`src/elbs_pkg.sv`:
```
// ----------------------------------------------------------------------------
// elbs_pkg
// Shared constants and controller/datapath interface types for the
// exponential lower-bound search core.
// ----------------------------------------------------------------------------
package elbs_pkg;

  localparam int TABLE_DEPTH_DEF = 1024;
  localparam int VALUE_WIDTH_DEF = 32;

  localparam int INDEX_W     = 10;
  localparam int IN_VALUE_W  = 32;
  localparam int POS_W       = 11;
  localparam int LEN_W       = 11;
  localparam int IN_TDATA_W  = 48;
  localparam int OUT_TDATA_W = 16;

  localparam logic KIND_LOAD  = 1'b0;
  localparam logic KIND_QUERY = 1'b1;

  typedef struct packed {
    logic load;
    logic start;
    logic dbl_step;
    logic bin_step;
    logic emit;
  } cmd_t;

  typedef struct packed {
    logic len_zero;
    logic dbl_cont;
    logic dbl_more;
    logic bin_more;
  } status_t;

endpackage

```
`src/elbs_ctrl.sv`:
```
// ----------------------------------------------------------------------------
// elbs_ctrl
// Controller: takes requests, steps the doubling and binary phases and
// owns the result valid flag.
// ----------------------------------------------------------------------------
module elbs_ctrl (
  input  logic              clk,
  input  logic              rst_n,
  input  logic              in_tvalid,
  output logic              in_tready,
  input  logic              in_kind,
  output logic              out_tvalid,
  input  logic              out_tready,
  input  elbs_pkg::status_t status,
  output elbs_pkg::cmd_t    cmd
);

  typedef enum logic [3:0] {
    ST_IDLE = 4'b0001,
    ST_DBL  = 4'b0010,
    ST_BIN  = 4'b0100,
    ST_OUT  = 4'b1000
  } state_t;

  state_t state_r, state_nxt;
  logic   out_valid_r, out_valid_nxt;
  logic   in_acc;
  logic   slot_free;

  assign in_tready = (state_r == ST_IDLE);
  assign in_acc    = in_tvalid && in_tready;
  assign slot_free = !out_valid_r || out_tready;

  always_comb begin
    state_nxt     = state_r;
    out_valid_nxt = out_valid_r && !out_tready;
    cmd           = '0;
    case (state_r)
      ST_IDLE: begin
        if (in_acc) begin
          if (in_kind == elbs_pkg::KIND_QUERY) begin
            cmd.start = 1'b1;
            state_nxt = status.len_zero ? ST_OUT : ST_DBL;
          end else begin
            cmd.load = 1'b1;
          end
        end
      end
      ST_DBL: begin
        cmd.dbl_step = 1'b1;
        if (status.dbl_cont) begin
          state_nxt = ST_DBL;
        end else if (status.dbl_more) begin
          state_nxt = ST_BIN;
        end else begin
          state_nxt = ST_OUT;
        end
      end
      ST_BIN: begin
        cmd.bin_step = 1'b1;
        state_nxt    = status.bin_more ? ST_BIN : ST_OUT;
      end
      ST_OUT: begin
        if (slot_free) begin
          cmd.emit      = 1'b1;
          out_valid_nxt = 1'b1;
          state_nxt     = ST_IDLE;
        end
      end
      default: begin
        state_nxt = ST_IDLE;
      end
    endcase
  end

  always_ff @(posedge clk) begin
    if (!rst_n) begin
      state_r     <= ST_IDLE;
      out_valid_r <= 1'b0;
    end else begin
      state_r     <= state_nxt;
      out_valid_r <= out_valid_nxt;
    end
  end

  assign out_tvalid = out_valid_r;

  a_emit: assert property (@(posedge clk) disable iff (!rst_n)
    (state_r == ST_OUT && slot_free) |=> (out_valid_r && state_r == ST_IDLE))
    else $error("finished search not handed to the result register");

  a_query_start: assert property (@(posedge clk) disable iff (!rst_n)
    (in_acc && in_kind == elbs_pkg::KIND_QUERY && !status.len_zero) |=> (state_r == ST_DBL))
    else $error("query with non-zero length did not enter doubling phase");

  a_bin_end: assert property (@(posedge clk) disable iff (!rst_n)
    (state_r == ST_BIN && !status.bin_more) |=> (state_r == ST_OUT))
    else $error("binary phase did not finish on a closed bracket");

endmodule

```
`config.mk`:
```
export PLATFORM = sky130hd
export DESIGN_NAME = elbs_ctrl
export DESIGN_NICKNAME = d
export VERILOG_FILES = /design/src/elbs_pkg.sv /design/src/elbs_ctrl.sv
export SDC_FILE = /design/constraint.sdc
export NUM_CORES = 1
export LEC_CHECK = 0
export ABC_CLOCK_PERIOD_IN_PS = 3100
export BUFFER_PORTS_ARGS = -buffer_cell sky130_fd_sc_hd__buf_4
export CAP_MARGIN = 10
export CORE_MARGIN = 1
export CORE_UTILIZATION = 25
export CTS_CLUSTER_DIAMETER = 50
export DETAILED_ROUTE_END_ITERATION = 6
export RECOVER_POWER = 100
export SYNTH_ARGS = -nofsm -noshare
export SYNTH_HDL_FRONTEND = slang
export SYNTH_SLANG_ARGS = --single-unit
```
`constraint.sdc`:
```
create_clock -name clk -period 3.1 [get_ports clk]
set_input_delay 0.155 -clock clk [delete_from_list [all_inputs] [get_ports clk]]
set_output_delay 0.155 -clock clk [all_outputs]
set_load 0.02 [all_outputs]
```
==> summary.txt <==
Die span in x -> 39.8 um
Total CTS buffers -> 3
Crit path cell chain -> nor4b_1 > and3_1 > clkbuf_1
Layout Cell Area excl Fill -> 439 um^2
Global-route usage over all layers -> 0.110
Pin count of the biggest net entering global routing -> 10
Setup TNS Final -> 0 ns
Commonest non-fill, non-tap cells in the layout -> buf_4 (9), clkbuf_1 (7), nand2_1 (6)
Std cell rows -> 13
Leakage -> 0.188 nW
Syn_nets -> 52
Worst setup EP type -> output port
Pre-antenna DRT Iters -> 4
Gates resized, CTS repair -> 0
Outcome -> finished, final reports clean
Global placer's final weighted congestion -> 0.739
Initial DRC count -> 2
Drt total wl -> 716 um
RSZ-0062 raised after global routing -> no
Critical Path Max Stage Delay -> 0.57 ns
Initial antenna violation count -> 0
WL per Instance -> 9.68 um
Mean post-synth cell area -> 8.32 um^2
Library cells used by synthesis -> 26
Cells after DPL -> 70
Register area share after synthesis -> 0.280
P per Cell Area -> 533 nW/um^2
Worst path bufs/invs -> 1
Clock Pin Slew Worst Setup and Hold Paths -> 0.04 ns
Maximum fanout along the worst path -> 9
Grt total ovfl -> 0
Fmax -> 530 MHz
Synthesized instance count -> 43
YS warnings -> 0
Die area -> 1590 um^2
CTS root buffer -> clkbuf_4
Post-Place Cell Area -> 468 um^2
Final hold violation count -> 0
Worst Setup Start Kind -> register
Worst min path class -> input pin to register
Number of I/O pins -> 16
Max cap viols -> 0
Worst-Skew Late Latency -> 0.24 ns
Final core area utilization -> 0.333
H-tree depth -> 1
Vias -> 363
N_diodes -> 0
Slew headroom -> 0.576
Most common cell after layout, fill and taps aside -> buf_4
Die Y-Extent -> 39.8 um
FILL cells -> 135
Initial core utilization -> 0.272
Hold_buf cts -> 0
Area of the mapped netlist -> 358 um^2
Final setup vio count -> 0
Tcrit/Tclk final -> 0.608
Port bufs -> 15
Vias in the first global route -> 307
Routed Antenna Nets -> 0
# clock sinks -> 5
Vias per inst -> 4.91
Setup bufs post-CTS -> 0
Slowest cell on crit path -> nor4b_1
CTS tree -> done
Maximum vdd drop -> 0.183 mV
Non-Filler Instances -> 74
Cell family with most CP delay -> simple AND/OR/NAND/NOR gates
Setup slack after placement -> 1.67 ns
Worst-Margin Slew -> 0.627 ns
Critical path class -> register to output port
Clk buf depth -> 2
PnR worst setup slack -> 1.21 ns
Flops & latches, synth -> 5
Critical Path AT -> 1.73 ns
First-pass GRT wire length -> 1.19 mm
Final max-slew violation count -> 0
# DRC -> 0
Area grow syn2layout -> 22.7%
WP data required -> 2.94 ns
Period minus WS final -> 1.89 ns
Core box area -> 1320 um^2
Layout Nets -> 69
Final Skew -> 0.00184 ns
HPWL Detailed -> 575 um
Layout cell share with drive strength beyond 1 -> 0.220
## state kept, by name, indices dropped and copies added, names as in the netlist
name / flops
out_tvalid: 1
state_r: 4
## logic make-up (layout without fill, tap and decap cells)
| logic type | after synthesis | count (layout) | share of synthesized area |
|---|---|---|---|
| simple gates | 22 | 22 | 0.420 |
| compound gates | 8 | 8 | 0.175 |
| buf+inv | 7 | 23 | 0.101 |
| flops | 5 | 5 | 0.280 |
| xor+xnor | 1 | 1 | 0.0245 |
## path summary, 6_finish.rpt
| check | start | slack (ns) | cells after the start | end |
|---|---|---|---|---|
| max | state_r[0] | 1.21 | 3 | cmd[3] |
| min | status[0] | 0.17 | 3 | state_r[2] |
| max reg2reg | state_r[1] | 1.58 | 4 | state_r[3] |
| min reg2reg | state_r[3] | 0.54 | 1 | state_r[1] |
## Yosys cell counts
library cell / number / area (um^2)
inv_1: 3 / 11.3
nand2b_1: 1 / 6.26
o32ai_2: 1 / 16.3
and3_1: 1 / 6.26
nor2b_1: 2 / 12.5
inv_2: 1 / 3.75
nor3b_2: 1 / 12.5
a21oi_1: 1 / 5.00
nor4_1: 1 / 6.26
nor4b_2: 1 / 15.0
a21o_1: 1 / 7.51
xor2_1: 1 / 8.76
o22ai_1: 1 / 6.26
buf_2: 2 / 10.0
nand2_1: 6 / 22.5
buf_6: 1 / 11.3
dfxtp_1: 5 / 100
o211ai_1: 1 / 7.51
nor4b_4: 1 / 23.8
nor2_1: 5 / 18.8
a31oi_1: 1 / 6.26
a32oi_1: 1 / 8.76
nor4_2: 1 / 12.5
nor3_1: 1 / 5.00
nor4b_1: 1 / 8.76
o21ai_0: 1 / 5.00
## metal layers
metal  wire (um)  global-route usage
met1         294               0.124
met2         369               0.197
met3          52              0.0170
met4           0              0.0517
met5           0                   0
## power by group
part / switching [W] / internal [W] / total [W]
Combinational: 0.0000431 / 0.0000319 / 0.0000750
Sequential: 0.0000130 / 0.0000715 / 0.0000845
Clock: 0.0000260 / 0.0000486 / 0.0000747
## stage by stage
step | hold WS [ns] | power [W]
2_1_floorplan | 0.292 | 0.000148
5_1_grt | 0.182 | 0.000253
3_3_place_gp | 0.415 | 0.000176
4_1_cts | 0.170 | 0.000254
3_5_place_dp | 0.421 | 0.000177
6_report | 0.171 | 0.000234
## worst reg2reg max path, stage by stage, from the launching register on
cell and delay, ns:
dfxtp_1 0.47, nor4b_1 0.45, nor3b_1 0.25, a21oi_1 0.08, o32ai_2 0.18
## final cells by class
| cell class | count | area [um^2] | area share |
|---|---|---|---|
| flip-flops and latches | 5 | 100 | 0.228 |
| repair buffers | 15 | 90.1 | 0.205 |
| multi-input cells | 31 | 189 | 0.430 |
| inverters | 4 | 15.0 | 0.0342 |
| clock buffers | 4 | 26.3 | 0.0598 |
| well taps | 15 | 18.8 | 0.0427 |
(Power assumes the default switching activity.)
